--- config.mk ---
export PLATFORM = sky130hd
export DESIGN_NAME = wav_header_parser
export DESIGN_NICKNAME = d
export VERILOG_FILES = /design/src/sv/whp_pkg.sv /design/src/sv/whp_in_reg.sv /design/src/sv/whp_core.sv /design/src/sv/whp_out_reg.sv /design/src/sv/wav_header_parser.sv
export SDC_FILE = /design/constraint.sdc
export NUM_CORES = 1
export LEC_CHECK = 0
export BUFFER_PORTS_ARGS = -buffer_cell sky130_fd_sc_hd__buf_2
export CAP_MARGIN = 20
export CORE_MARGIN = 3
export CORE_UTILIZATION = 40
export CTS_BUF_LIST = sky130_fd_sc_hd__clkbuf_16
export CTS_CLUSTER_DIAMETER = 80
export DETAILED_ROUTE_END_ITERATION = 12
export MAX_ROUTING_LAYER = met4
export PLACE_DENSITY_LB_ADDON = 0.3
export SETUP_SLACK_MARGIN = 0.02
export SKIP_LAST_GASP = 1
export SLEW_MARGIN = 20
export SYNTH_ARGS = -nofsm -noshare
export SYNTH_HDL_FRONTEND = slang
export SYNTH_SLANG_ARGS = --single-unit
export TNS_END_PERCENT = 20
--- constraint.sdc ---
create_clock -name aclk -period 20.9 [get_ports aclk]
set_input_delay 4.18 -clock aclk [delete_from_list [all_inputs] [get_ports aclk]]
set_output_delay 4.18 -clock aclk [all_outputs]
set_load 0.01 [all_outputs]
--- src/sv/whp_pkg.sv ---
// ----------------------------------------------------------------------------
// whp_pkg
// Types, constants and codes shared by the WAVE header parser modules.
// ----------------------------------------------------------------------------
package whp_pkg;

    localparam int POSITION_BITS   = 32;
    localparam int FMT_CHUNK_BYTES = 16;

    localparam logic [POSITION_BITS-1:0] POS_MAX = {POSITION_BITS{1'b1}};

    localparam logic [31:0] TAG_RIFF = 32'h52494646;
    localparam logic [31:0] TAG_WAVE = 32'h57415645;
    localparam logic [31:0] TAG_FMT  = 32'h666d7420;
    localparam logic [31:0] TAG_DATA = 32'h64617461;

    typedef enum logic [2:0] {
        PH_RIFF_TAG,
        PH_RIFF_SIZE,
        PH_WAVE_TAG,
        PH_CHUNK_TAG,
        PH_CHUNK_SIZE,
        PH_FMT_BODY,
        PH_SKIP,
        PH_IDLE
    } phase_t;

    typedef enum logic [2:0] {
        ST_OK,
        ST_NOT_RIFF,
        ST_NOT_WAVE,
        ST_FMT_SIZE_BAD,
        ST_NOT_PCM,
        ST_CHANNELS_BAD,
        ST_NO_FMT,
        ST_TRUNCATED
    } status_t;

    typedef struct packed {
        logic [7:0] file_byte;
        logic       last_byte;
    } in_beat_t;

    typedef struct packed {
        status_t     status;
        logic [1:0]  channel_count;
        logic [31:0] sample_rate;
        logic [15:0] sample_bits;
        logic [31:0] data_size;
        logic [31:0] data_offset;
    } out_beat_t;

    // Handshake between the input register, the parser and the result register.
    typedef struct packed {
        logic beat_valid;
        logic advance;
    } step_ctrl_t;

endpackage

--- src/sv/whp_in_reg.sv ---
// ----------------------------------------------------------------------------
// whp_in_reg
// Input register: holds one accepted byte beat until the parser takes it.
// ----------------------------------------------------------------------------
module whp_in_reg import whp_pkg::*; (
    input  logic     aclk,
    input  logic     aresetn,
    input  logic     s_valid,
    output logic     s_ready,
    input  in_beat_t s_data,
    input  logic     advance,
    output logic     beat_valid,
    output in_beat_t beat
);

    logic     valid_reg, valid_next;
    in_beat_t beat_reg;
    logic     load;

    assign s_ready = !valid_reg || advance;
    assign load    = s_valid && s_ready;

    always_comb begin
        valid_next = valid_reg;
        if (load) begin
            valid_next = 1'b1;
        end else if (advance) begin
            valid_next = 1'b0;
        end
    end

    always_ff @(posedge aclk) begin
        if (!aresetn) begin
            valid_reg <= 1'b0;
        end else begin
            valid_reg <= valid_next;
        end
    end

    always_ff @(posedge aclk) begin
        if (load) begin
            beat_reg <= s_data;
        end
    end

    assign beat_valid = valid_reg;
    assign beat       = beat_reg;

endmodule

--- src/sv/whp_core.sv ---
// ----------------------------------------------------------------------------
// whp_core
// Parser state and the combinational update for one file byte.
// ----------------------------------------------------------------------------
module whp_core import whp_pkg::*; (
    input  logic       aclk,
    input  logic       aresetn,
    input  step_ctrl_t ctrl,
    input  in_beat_t   beat,
    output logic       res_valid,
    output out_beat_t  res
);

    phase_t                   phase_reg, phase_next;
    logic [3:0]               fbi_reg, fbi_next;
    logic [31:0]              tag_reg, tag_next;
    logic [31:0]              size_reg, size_next;
    logic [31:0]              skip_reg, skip_next;
    logic [POSITION_BITS-1:0] pos_reg, pos_next;
    logic                     fmt_seen_reg, fmt_seen_next;
    logic [1:0]               chan_reg, chan_next;
    logic [31:0]              rate_reg, rate_next;
    logic [15:0]              bits_reg, bits_next;
    logic                     given_reg, given_next;

    logic [3:0]  fbi_inc;
    logic [3:0]  field_start;
    logic [1:0]  lane;
    logic [31:0] lane_val;
    logic [31:0] fmt_val;
    logic        give;
    status_t     give_status;

    // Offset in the fmt body at which the field holding byte idx begins.
    function automatic logic [3:0] fmt_field_start(input logic [3:0] idx);
        logic [3:0] s;
        if (idx < 4'd2) begin
            s = 4'd0;
        end else if (idx < 4'd4) begin
            s = 4'd2;
        end else if (idx < 4'd8) begin
            s = 4'd4;
        end else if (idx < 4'd12) begin
            s = 4'd8;
        end else if (idx < 4'd14) begin
            s = 4'd12;
        end else begin
            s = 4'd14;
        end
        return s;
    endfunction

    assign fbi_inc     = fbi_reg + 4'd1;
    assign field_start = fmt_field_start(fbi_reg);
    assign lane        = (phase_reg == PH_FMT_BODY) ? 2'(fbi_reg - field_start)
                                                    : fbi_reg[1:0];
    assign lane_val    = 32'(beat.file_byte) << {lane, 3'b000};
    assign fmt_val     = ((fbi_reg == field_start) ? 32'd0 : size_reg) | lane_val;

    always_comb begin
        phase_next    = phase_reg;
        fbi_next      = fbi_reg;
        tag_next      = tag_reg;
        size_next     = size_reg;
        skip_next     = skip_reg;
        fmt_seen_next = fmt_seen_reg;
        chan_next     = chan_reg;
        rate_next     = rate_reg;
        bits_next     = bits_reg;
        given_next    = given_reg;
        give          = 1'b0;
        give_status   = ST_OK;
        pos_next      = (pos_reg != POS_MAX) ? pos_reg + 1'b1 : pos_reg;

        case (phase_reg)
            PH_RIFF_TAG, PH_WAVE_TAG, PH_CHUNK_TAG: begin
                tag_next = {tag_reg[23:0], beat.file_byte};
                fbi_next = fbi_inc;
                if (fbi_inc == 4'd4) begin
                    fbi_next = 4'd0;
                    if (phase_reg == PH_RIFF_TAG) begin
                        if (tag_next != TAG_RIFF) begin
                            give        = 1'b1;
                            give_status = ST_NOT_RIFF;
                        end else begin
                            phase_next = PH_RIFF_SIZE;
                        end
                    end else if (phase_reg == PH_WAVE_TAG) begin
                        if (tag_next != TAG_WAVE) begin
                            give        = 1'b1;
                            give_status = ST_NOT_WAVE;
                        end else begin
                            phase_next = PH_CHUNK_TAG;
                        end
                    end else begin
                        size_next  = 32'd0;
                        phase_next = PH_CHUNK_SIZE;
                    end
                end
            end
            PH_RIFF_SIZE: begin
                fbi_next = fbi_inc;
                if (fbi_inc == 4'd4) begin
                    fbi_next   = 4'd0;
                    phase_next = PH_WAVE_TAG;
                end
            end
            PH_CHUNK_SIZE: begin
                size_next = size_reg | lane_val;
                fbi_next  = fbi_inc;
                if (fbi_inc == 4'd4) begin
                    fbi_next = 4'd0;
                    if (tag_reg == TAG_FMT) begin
                        if (size_next != 32'(FMT_CHUNK_BYTES)) begin
                            give        = 1'b1;
                            give_status = ST_FMT_SIZE_BAD;
                        end else begin
                            size_next  = 32'd0;
                            phase_next = PH_FMT_BODY;
                        end
                    end else if (tag_reg == TAG_DATA) begin
                        give        = 1'b1;
                        give_status = fmt_seen_reg ? ST_OK : ST_NO_FMT;
                    end else begin
                        skip_next  = size_next;
                        phase_next = (size_next != 32'd0) ? PH_SKIP : PH_CHUNK_TAG;
                    end
                end
            end
            PH_FMT_BODY: begin
                size_next = fmt_val;
                if (fbi_reg == 4'd1 && fmt_val != 32'd1) begin
                    give        = 1'b1;
                    give_status = ST_NOT_PCM;
                    fbi_next    = 4'd0;
                end else if (fbi_reg == 4'd3 && fmt_val != 32'd1 && fmt_val != 32'd2) begin
                    give        = 1'b1;
                    give_status = ST_CHANNELS_BAD;
                    fbi_next    = 4'd0;
                end else begin
                    if (fbi_reg == 4'd3) begin
                        chan_next = fmt_val[1:0];
                    end
                    if (fbi_reg == 4'd7) begin
                        rate_next = fmt_val;
                    end
                    if (fbi_reg == 4'(FMT_CHUNK_BYTES - 1)) begin
                        bits_next     = fmt_val[15:0];
                        fmt_seen_next = 1'b1;
                        fbi_next      = 4'd0;
                        phase_next    = PH_CHUNK_TAG;
                    end else begin
                        fbi_next = fbi_inc;
                    end
                end
            end
            PH_SKIP: begin
                skip_next = skip_reg - 32'd1;
                if (skip_next == 32'd0) begin
                    phase_next = PH_CHUNK_TAG;
                end
            end
            default: begin
            end
        endcase

        if (give) begin
            given_next = 1'b1;
            phase_next = PH_IDLE;
        end

        // The final byte closes the file: a file with no verdict yet is
        // reported as truncated.
        if (beat.last_byte && !give && !given_reg) begin
            give        = 1'b1;
            give_status = ST_TRUNCATED;
        end

        res_valid = ctrl.advance && give;
        res       = '0;
        res.status = give_status;
        if (give_status == ST_OK) begin
            res.channel_count = chan_reg;
            res.sample_rate   = rate_reg;
            res.sample_bits   = bits_reg;
            res.data_size     = size_next;
            res.data_offset   = 32'(pos_next);
        end

        if (beat.last_byte) begin
            phase_next    = PH_RIFF_TAG;
            fbi_next      = 4'd0;
            tag_next      = 32'd0;
            size_next     = 32'd0;
            skip_next     = 32'd0;
            pos_next      = '0;
            fmt_seen_next = 1'b0;
            chan_next     = 2'd0;
            rate_next     = 32'd0;
            bits_next     = 16'd0;
            given_next    = 1'b0;
        end
    end

    always_ff @(posedge aclk) begin
        if (!aresetn) begin
            phase_reg    <= PH_RIFF_TAG;
            fbi_reg      <= 4'd0;
            tag_reg      <= 32'd0;
            size_reg     <= 32'd0;
            skip_reg     <= 32'd0;
            pos_reg      <= '0;
            fmt_seen_reg <= 1'b0;
            chan_reg     <= 2'd0;
            rate_reg     <= 32'd0;
            bits_reg     <= 16'd0;
            given_reg    <= 1'b0;
        end else if (ctrl.advance && ctrl.beat_valid) begin
            phase_reg    <= phase_next;
            fbi_reg      <= fbi_next;
            tag_reg      <= tag_next;
            size_reg     <= size_next;
            skip_reg     <= skip_next;
            pos_reg      <= pos_next;
            fmt_seen_reg <= fmt_seen_next;
            chan_reg     <= chan_next;
            rate_reg     <= rate_next;
            bits_reg     <= bits_next;
            given_reg    <= given_next;
        end
    end

endmodule

--- src/sv/whp_out_reg.sv ---
// ----------------------------------------------------------------------------
// whp_out_reg
// Result register: holds one result beat until the downstream side takes it.
// ----------------------------------------------------------------------------
module whp_out_reg import whp_pkg::*; (
    input  logic      aclk,
    input  logic      aresetn,
    input  logic      res_valid,
    input  out_beat_t res,
    output logic      m_valid,
    input  logic      m_ready,
    output out_beat_t m_data
);

    logic      valid_reg, valid_next;
    out_beat_t data_reg;

    always_comb begin
        valid_next = valid_reg;
        if (res_valid) begin
            valid_next = 1'b1;
        end else if (m_ready) begin
            valid_next = 1'b0;
        end
    end

    always_ff @(posedge aclk) begin
        if (!aresetn) begin
            valid_reg <= 1'b0;
        end else begin
            valid_reg <= valid_next;
        end
    end

    always_ff @(posedge aclk) begin
        if (res_valid) begin
            data_reg <= res;
        end
    end

    assign m_valid = valid_reg;
    assign m_data  = data_reg;

endmodule

--- src/sv/wav_header_parser.sv ---
// ----------------------------------------------------------------------------
// wav_header_parser
// Streaming checker for the header of a RIFF/WAVE PCM file, one byte a beat,
// giving one result beat per file.
// ----------------------------------------------------------------------------
//  channel   direction  payload     handshake
//  s_        in         in_beat_t   s_valid / s_ready
//  m_        out        out_beat_t  m_valid / m_ready
//
// One byte beat is accepted per cycle while the parser is not stalled; it is
// parsed from the input register, and its result (if any) is loaded into the
// result register at the end of the cycle in which that byte is parsed.
// Reset (aresetn low, synchronous) returns the parser to the RIFF tag and
// empties both registers. A result waiting in the result register stalls
// parsing, and the input register then stops accepting once it is full.
module wav_header_parser import whp_pkg::*; (
    input  logic      aclk,
    input  logic      aresetn,
    input  logic      s_valid,
    output logic      s_ready,
    input  in_beat_t  s_data,
    output logic      m_valid,
    input  logic      m_ready,
    output out_beat_t m_data
);

    step_ctrl_t ctrl;
    in_beat_t   beat;
    logic       beat_valid;
    logic       res_valid;
    out_beat_t  res;

    assign ctrl.beat_valid = beat_valid;
    assign ctrl.advance    = beat_valid && (!m_valid || m_ready);

    whp_in_reg u_in_reg (
        .aclk       (aclk),
        .aresetn    (aresetn),
        .s_valid    (s_valid),
        .s_ready    (s_ready),
        .s_data     (s_data),
        .advance    (ctrl.advance),
        .beat_valid (beat_valid),
        .beat       (beat)
    );

    whp_core u_core (
        .aclk      (aclk),
        .aresetn   (aresetn),
        .ctrl      (ctrl),
        .beat      (beat),
        .res_valid (res_valid),
        .res       (res)
    );

    whp_out_reg u_out_reg (
        .aclk      (aclk),
        .aresetn   (aresetn),
        .res_valid (res_valid),
        .res       (res),
        .m_valid   (m_valid),
        .m_ready   (m_ready),
        .m_data    (m_data)
    );

endmodule
Yosys cells after proc, flatten, opt, wreduce, memory -nomap -nowiden
Index checks and enable logic that the tools add are counted.
{"block": "word_totals", "regBits": 315, "inputBits": 13, "out_inout_bits": 119, "word_cells": 210}
{"block": "classes", "n_addsub": 4, "order_cmp": 5, "eq_ne": 36, "shifts": 1, "n_mux": 101, "n_bitwise": 2, "n_reduce_logical": 40}
{"cell": "$mux 32", "count": 21}
{"cell": "$pmux 32 s3", "count": 1}
{"cell": "$mux 3", "count": 27}
{"cell": "$mux 16", "count": 5}
{"cell": "$eq 32x31->1 const B", "count": 2}
{"cell": "$ne 32x31->1 const B", "count": 2}
{"cell": "$or 32x32->32", "count": 2}
{"cell": "$pmux 32 s2", "count": 1}
{"cell": "$mux 4", "count": 9}
{"cell": "$add 32x1->32 const B", "count": 1}
{"cell": "$logic_not 32->1", "count": 1}
{"cell": "$ne 32x1->1 const B", "count": 1}
{"cell": "$ne 32x2->1 const B", "count": 1}
{"cell": "$ne 32x32->1 const B", "count": 1}
{"cell": "$ne 32x5->1 const B", "count": 1}
{"cell": "$reduce_bool 32->1", "count": 1}
{"cell": "$shl 8x5->32", "count": 1}
{"cell": "$sub 32x1->32 const B", "count": 1}
{"cell": "$mux 1", "count": 24}
{"cell": "$reduce_and 5->1", "count": 4}
{"cell": "$mux 2", "count": 9}
{"cell": "$ne 4x2->1 const B", "count": 4}
{"cell": "$reduce_bool 2->1", "count": 8}
{"cell": "$pmux 3 s5", "count": 1}
{"cell": "other kinds (33)", "count": 60}

Longest topological paths before layout
Gate-level depths: netlist of the first run.
{"block": "depth", "depth_word": 22, "depth_mapped": 13, "mapped_depth_nobuf": 11}

Cells and area by module
From an unflattened synthesis of the first run, not the netlist that was laid out.
{"block": "hier_totals", "cells_unflattened": 1654, "area_unflattened_um2": 15000.6}
{"module": "whp_core", "instances": 1, "cells_per_inst": 1518, "area_each_um2": 11106.9, "seq_area_each_um2": 3743.6}
{"module": "whp_out_reg", "instances": 1, "cells_per_inst": 120, "area_each_um2": 3554.7, "seq_area_each_um2": 3533.4}
{"module": "whp_in_reg", "instances": 1, "cells_per_inst": 14, "area_each_um2": 327.8, "seq_area_each_um2": 290.3}
{"module": "wav_header_parser", "instances": 1, "cells_per_inst": 2, "area_each_um2": 11.3, "seq_area_each_um2": 0.0}

Worst setup path after synthesis of the first run
OpenSTA, ideal clock, no wires.
{"block": "synth_timing", "kind": "in2reg", "start": "in m_ready", "end": "reg u_out_reg.data_reg (netlist bit u_out_reg.m_data[0]), enable pin", "setup_time_ps": 663, "t_arrival_ps": 10435, "required_time_ps": 20237, "path_slack_ps": 9802, "stages": 4, "path_buffers": 1, "path_cell_list": "nand2b_1 nand2_1 clkbuf_1 a31oi_1"}
{"block": "synth_via", "elab_chain_len": 3}
{"element": "start, declared", "line_no": "wav_header_parser.sv:23", "source": "input logic m_ready,"}
{"element": "$logic_or 1x1->1", "line_no": "wav_header_parser.sv:34", "source": "assign ctrl.advance = beat_valid && (!m_valid || m_ready);"}
{"element": "$logic_and 1x1->1", "line_no": "wav_header_parser.sv:34"}
{"element": "$logic_and 1x1->1", "line_no": "whp_core.sv:179", "source": "res_valid = ctrl.advance && give;"}
{"element": "via res_valid", "line_no": "wav_header_parser.sv:30", "source": "logic res_valid;"}
{"element": "end signal, assigned", "line_no": "whp_out_reg.sv:37", "source": "data_reg <= res;"}
{"element": "end, declared", "line_no": "whp_out_reg.sv:16", "source": "out_beat_t data_reg;"}
The timed path passes the listed nets, and every way through them passes these cells.
A chain may end at the register's enable or synchronous reset.

Worst setup path in the final report of the first run
{"block": "layout_timing", "start": "in m_ready", "end": "out s_ready"}
{"block": "layout_via", "elab_chain_len": 3}
{"element": "$logic_or 1x1->1", "line_no": "wav_header_parser.sv:34"}
{"element": "$logic_and 1x1->1", "line_no": "wav_header_parser.sv:34"}
{"element": "$logic_or 1x1->1", "line_no": "whp_in_reg.sv:20", "source": "assign s_ready = !valid_reg || advance;"}
{"element": "end, declared", "line_no": "wav_header_parser.sv:20", "source": "output logic s_ready,"}
No other way between the ends.

==> out/results.ini, run 1 <==
[sta]
period_share_pct=42.3
final.setup_skew_ns=0.0184
report.final.slew_viol_count=0
fmax_mhz=113
finalCriticalPeriod_ns=8.84
finalSetupTns_ns=0
slew_headroom_pct=24.5
worst_slew_pin_slew_ns=1.13
rsz0062_at_grt=false
final-setup-viol-count=0
setup_ws_ns=12.06
finalHoldViolCount=0

[worst_hold_path]
whs_path_depth=2
hold_path_class=reg2reg
hp-start=u_core.fmt_seen_reg$_SDFFE_PN0P_

[final_layout]
stdcell_count=2349
fillerInstances=3672
utilization_pct=46.8
n_antenna_cell=0
final_nets=1835
drive_gt1_share_pct=12.2
area_growth_pct=14.0
largest_reg_flops=117

[pwr]
power_density_nw_per_um2=76.8
seq_power_share_pct=49.3
netSwitchingFraction_pct=23.7
combPwrFrac_pct=5.4
p_leak_uw=0.00585
p_int_uw=1010
power.switching_uw=315
ir_drop_mv=0.0538
total_power_uw=1330
clockPowerShare_pct=45.3

[routing]
num_vias=13744
top_layer_used=met4
drt_first_pass_iters=8
wl_met3_mm=3.93
route.detailed.drc=0
vias_per_cell=5.85
met2_length_mm=19.4
wl_per_cell_um=19.1
wirelength_mm=44.9
routedLengthMet1_mm=20.4
antenna_violating_nets_post_route=0
drt_iter0_drc=1599

[cts]
post_cts_resized=0
numCtsBuffers=36
cts_max_level=2
cts_sinks=315
cts-root-buf=clkbuf_16
clk-insertion-delay-late_ns=0.55
clk_pin_slew_worst_paths_ns=0.06
clock_path_buffers=3
post-cts-setup-buffers=0
postCtsHoldBufs=0
cts_tree=built

[die]
core_um2=37000
rows=70
die-area_um2=40300
ioPinCount=132
initial_utilization_pct=41.0
die_w_um=201
die_y_um=201

[logic_synthesis]
synthCells=1747
synth_top_area_share_pct=25.0
synth_compound_area_share_pct=18.7
ys_seq_elements=315
synth_xor_area_share_pct=2.72
ys_types=75
synthSimpleGateAreaFrac_pct=23.0
syn_area_per_cell_um2=8.68
syn_nets=1765
yosysMostFrequentCell=nor2_1
synth-async-reset-ratio_pct=0
ys_top_cells_by_area=dfxtp_1 25%, edfxtp_1 25%, nor2_1 9.6%, a22oi_1 5.1%, a21oi_1 4.6%
synth_top_family_by_area=simple AND/OR/NAND/NOR gates
synthAdderAreaFrac_pct=0.413
muxShareOfSynthArea_pct=0.132
ys.flop_type=dfxtp_1
synth_common_cells=388 x nor2_1, 189 x dfxtp_1, 138 x a21oi_1, 126 x edfxtp_1, 106 x clkbuf_1
synth.largest_area_cell=dfxtp_1
seq_area_frac_synth_pct=49.9
synthesis.area_um2=15200
synth_edf_count=126
synth_warnings=0

[worst_setup_path]
crit_start=m_ready
cp_max_fo=2
endpoint_kind=primary output
setup.worst_path.class=in2out
cp.required_ns=16.72
worstPathArrival_ns=4.66
start_kind=input pin
r2r_start=u_core.phase_reg[0]$_SDFFE_PN0P_
r2r_cells=10

[run_status]
outcome=completed

[placement]
place_inst=2283
place_congestion=0.927
hpwlAfterDp_mm=30.1
io_buffer_count=131
dp_slack_ns=12.07

[grt]
grt_pass1_vias=12742
antenna_found_initial=0
grt_remaining_overflow=0
grt_usage_pct=22.2
grt_max_degree=107
grt_pass1_wl_mm=71.6

[job]
cap_violations=0

worst max-delay path, cell delays in order:
cell and delay, ns:
buf_2 0.10, nor2b_1 0.13, nand2_1 0.09, buf_2 0.15
area by class of cell:
type / instances / area, um2 / share of cell area (%)
clock buffers: 37 / 926 / 5.36
clock inverters: 29 / 185 / 1.07
repair buffers: 157 / 855 / 4.94
inverters: 67 / 254 / 1.47
multi-input cells: 1240 / 6870 / 39.7
well taps: 504 / 631 / 3.65
flip-flops and latches: 315 / 7570 / 43.8
final timing paths:
check        slack (ns)                                  to
max               12.06                             s_ready
min                0.46    u_core.fmt_seen_reg$_SDFFE_PN0P_
max reg2reg       15.47  u_out_reg.m_data[56]$_SDFFCE_PP0P_
min reg2reg        0.46    u_core.fmt_seen_reg$_SDFFE_PN0P_
stage by stage:
stage                     hold slack [ns]  cell area (um2)
after floorplan                     0.429            15200
after global placement              0.445            16200
after detailed placement            0.453            16200
after CTS                           0.466            17300
after global routing                0.509            17300
final                               0.464            17300
placed cells by master, fill, tap and decap left out, types with 12 or more instances in the layout:
cell / synthesis / routed
a211oi_1: 12 / 12
a21oi_1: 138 / 138
a32oi_1: 13 / 13
a31oi_1: 18 / 17
or4_1: 12 / 12
nand2_1: 103 / 103
nand4_1: 14 / 14
inv_1: 66 / 74
or3_1: 38 / 38
buf_4: 2 / 25
buf_2: 7 / 131
nor2_1: 388 / 387
xnor2_1: 31 / 31
edfxtp_1: 126 / 126
clkbuf_16: 0 / 37
nor3_1: 49 / 47
a22oi_1: 103 / 103
xor2_1: 16 / 16
nand3_1: 31 / 31
and2_1: 15 / 14
o21ai_0: 63 / 63
dfxtp_1: 189 / 189
nor4_1: 18 / 18
power groups by stage:
stage                     Clock (uW)  Sequential (uW)  Combinational [uW]
after floorplan                    0              669                44.0
after global placement             0              667                69.2
after detailed placement           0              667                70.1
after CTS                        613              654                70.3
after global routing             636              655                77.1
final                            601              654                71.4
logic make-up after synthesis:
logic type      Yosys count
simple gates            750
compound gates          436
flops                   315
buf+inv                 192
xor+xnor                 47
fa+ha+maj                 5
mux                       2
metal layers:
metal | vias up | track usage (%)
met5 | - | -
met4 | 0 | 6.83
met3 | 110 | 4.02
met2 | 664 | 31.9
met1 | 6551 | 32.0
li1 | 6419 | -
Power figures use the tool's default switching activity.
==> run 2: changes to the inputs <==
clock period = 8.95 ns   (was 20.9 ns; I/O delays follow)
==> out/results.ini, run 2 (synthesized netlist as in run 1, its figures left out) <==
[run_status]
outcome=completed

[final_layout]
largest_reg_flops=117  ; unchanged
layout_common_cells=388 x nor2_1, 189 x dfxtp_1, 138 x a21oi_1
drive_gt1_share_pct=12.3  ; +0.061 points
n_antenna_cell=0  ; unchanged
utilization_pct=46.8  ; about the same
final_common_cell=nor2_1
area_growth_pct=14.0  ; about the same
fillerInstances=3596  ; -2.1%
final_nets=1834  ; -0.054%

[placement]
place_congestion=0.932  ; +0.55%
hpwlAfterDp_mm=31.3  ; +4.0%
io_buffer_count=131  ; unchanged
dp_slack_ns=3.74  ; -8.33 ns

[sta]
slew_headroom_pct=23.6  ; -0.85 points
whs_ns=0.484  ; +0.0202 ns
final-setup-viol-count=0  ; unchanged
finalSetupTns_ns=0  ; unchanged
finalHoldViolCount=0  ; unchanged
worst_slew_pin_slew_ns=1.15  ; +0.0128 ns
report.final.slew_viol_count=0  ; unchanged
finalCriticalPeriod_ns=5.02
fmax_mhz=199
period_share_pct=56.0
setup_ws_ns=3.93  ; -8.13 ns
final.setup_skew_ns=0.0194  ; +0.000983 ns
rsz0062_at_grt=false

[routing]
route.detailed.drc=0  ; unchanged
drt_first_pass_iters=6  ; -2
drt_iter0_drc=1455  ; -9.0%
wl_per_cell_um=19.7  ; +2.9%
num_vias=13750  ; +0.044%
wirelength_mm=46.2  ; +2.9%
vias_per_cell=5.86  ; about the same
antenna_violating_nets_post_route=0  ; unchanged

[worst_setup_path]
cp.required_ns=9.19  ; -7.53 ns
endpoint_kind=register
worstPathArrival_ns=5.25  ; +0.59 ns
start_kind=register
cp_max_fo=106  ; +104
setup.worst_path.class=reg2reg

[grt]
antenna_found_initial=0  ; unchanged
grt_pass1_wl_mm=72.1  ; +0.71%
grt_remaining_overflow=0  ; unchanged
grt_usage_pct=22.5  ; +0.30 points
grt_pass1_vias=12611  ; -1.0%
grt_max_degree=107  ; unchanged

[cts]
cts_tree=built
clk_pin_slew_worst_paths_ns=0.06  ; about the same
post_cts_resized=0  ; unchanged
cts-root-buf=clkbuf_16
cts_max_level=2  ; unchanged
clock_path_buffers=3  ; unchanged
numCtsBuffers=36  ; unchanged
post-cts-setup-buffers=0  ; unchanged
postCtsHoldBufs=0  ; unchanged
clk-insertion-delay-late_ns=0.53  ; -0.02 ns
cts_sinks=315  ; unchanged

[die]
core_um2=37000  ; unchanged
die_y_um=201  ; unchanged
die_w_um=201  ; unchanged
initial_utilization_pct=41.0  ; unchanged
ioPinCount=132  ; unchanged
die-area_um2=40300  ; unchanged
rows=70  ; unchanged

[pwr]
p_leak_uw=0.00584  ; -0.17%
power_density_nw_per_um2=180  ; +130%
ir_drop_mv=0.137  ; +150%
total_power_uw=3100  ; +130%

[job]
cap_violations=0  ; unchanged

[worst_hold_path]
hold_path_class=reg2reg

## run 2: through the flow
step                      instance area, um2  cells
final                                  17300   2348
after global routing                   17300   2348
after CTS                              17300   2348
after detailed placement               16200   2282
after global placement                 16200   2282
after floorplan                        15200   1747
## run 2: final timing paths
path / slack [ns] / to / depth (start not counted) / start
worst min register to register: 0.48 / u_core.chan_reg[1]$_SDFFE_PN0P_ / 2 / u_core.chan_reg[1]$_SDFFE_PN0P_
worst min-delay path: 0.48 / u_core.chan_reg[1]$_SDFFE_PN0P_ / 2 / u_core.chan_reg[1]$_SDFFE_PN0P_
worst max register to register: 3.93 / u_out_reg.m_data[61]$_SDFFCE_PP0P_ / 10 / u_core.phase_reg[2]$_SDFFE_PN0P_
worst max-delay path: 3.93 / u_out_reg.m_data[61]$_SDFFCE_PP0P_ / 10 / u_core.phase_reg[2]$_SDFFE_PN0P_
## run 2: area by class of cell
cell class | count | area (um2) | area share [%]
Sequential cell | 315 | 7570 | 43.8
Multi-Input combinational cell | 1240 | 6860 | 39.7
Clock inverter | 28 | 175 | 1.01
Clock buffer | 38 | 951 | 5.50
Tap cell | 504 | 631 | 3.65
Timing Repair Buffer | 156 | 847 | 4.90
Inverter | 67 | 254 | 1.47
## run 2: critical path, stage by stage (launching register included)
cell and delay, ns:
dfxtp_1 0.58, nand3b_1 0.33, o211a_1 0.55, a221o_1 0.47, or4_1 0.58, or2_1 0.25, o2111ai_1 0.43, nand2_2 0.23
o2111ai_4 0.42, buf_6 0.59, nor2_1 0.13
## run 2: per-layer routing
metal,routed length [um],share of wire (%),GRT usage [%]
met4,1100,2.4,5.90
met2,20100,44,33.6
met1,21000,45,31.5
met3,3990,8.6,4.39
met5,0,0,-
## run 2: power breakdown
| group | internal [uW] | switching (uW) |
|---|---|---|
| Combinational | 45.4 | 121 |
| Clock | 805 | 603 |
| Sequential | 1510 | 20.2 |
| Total | 2360 | 744 |
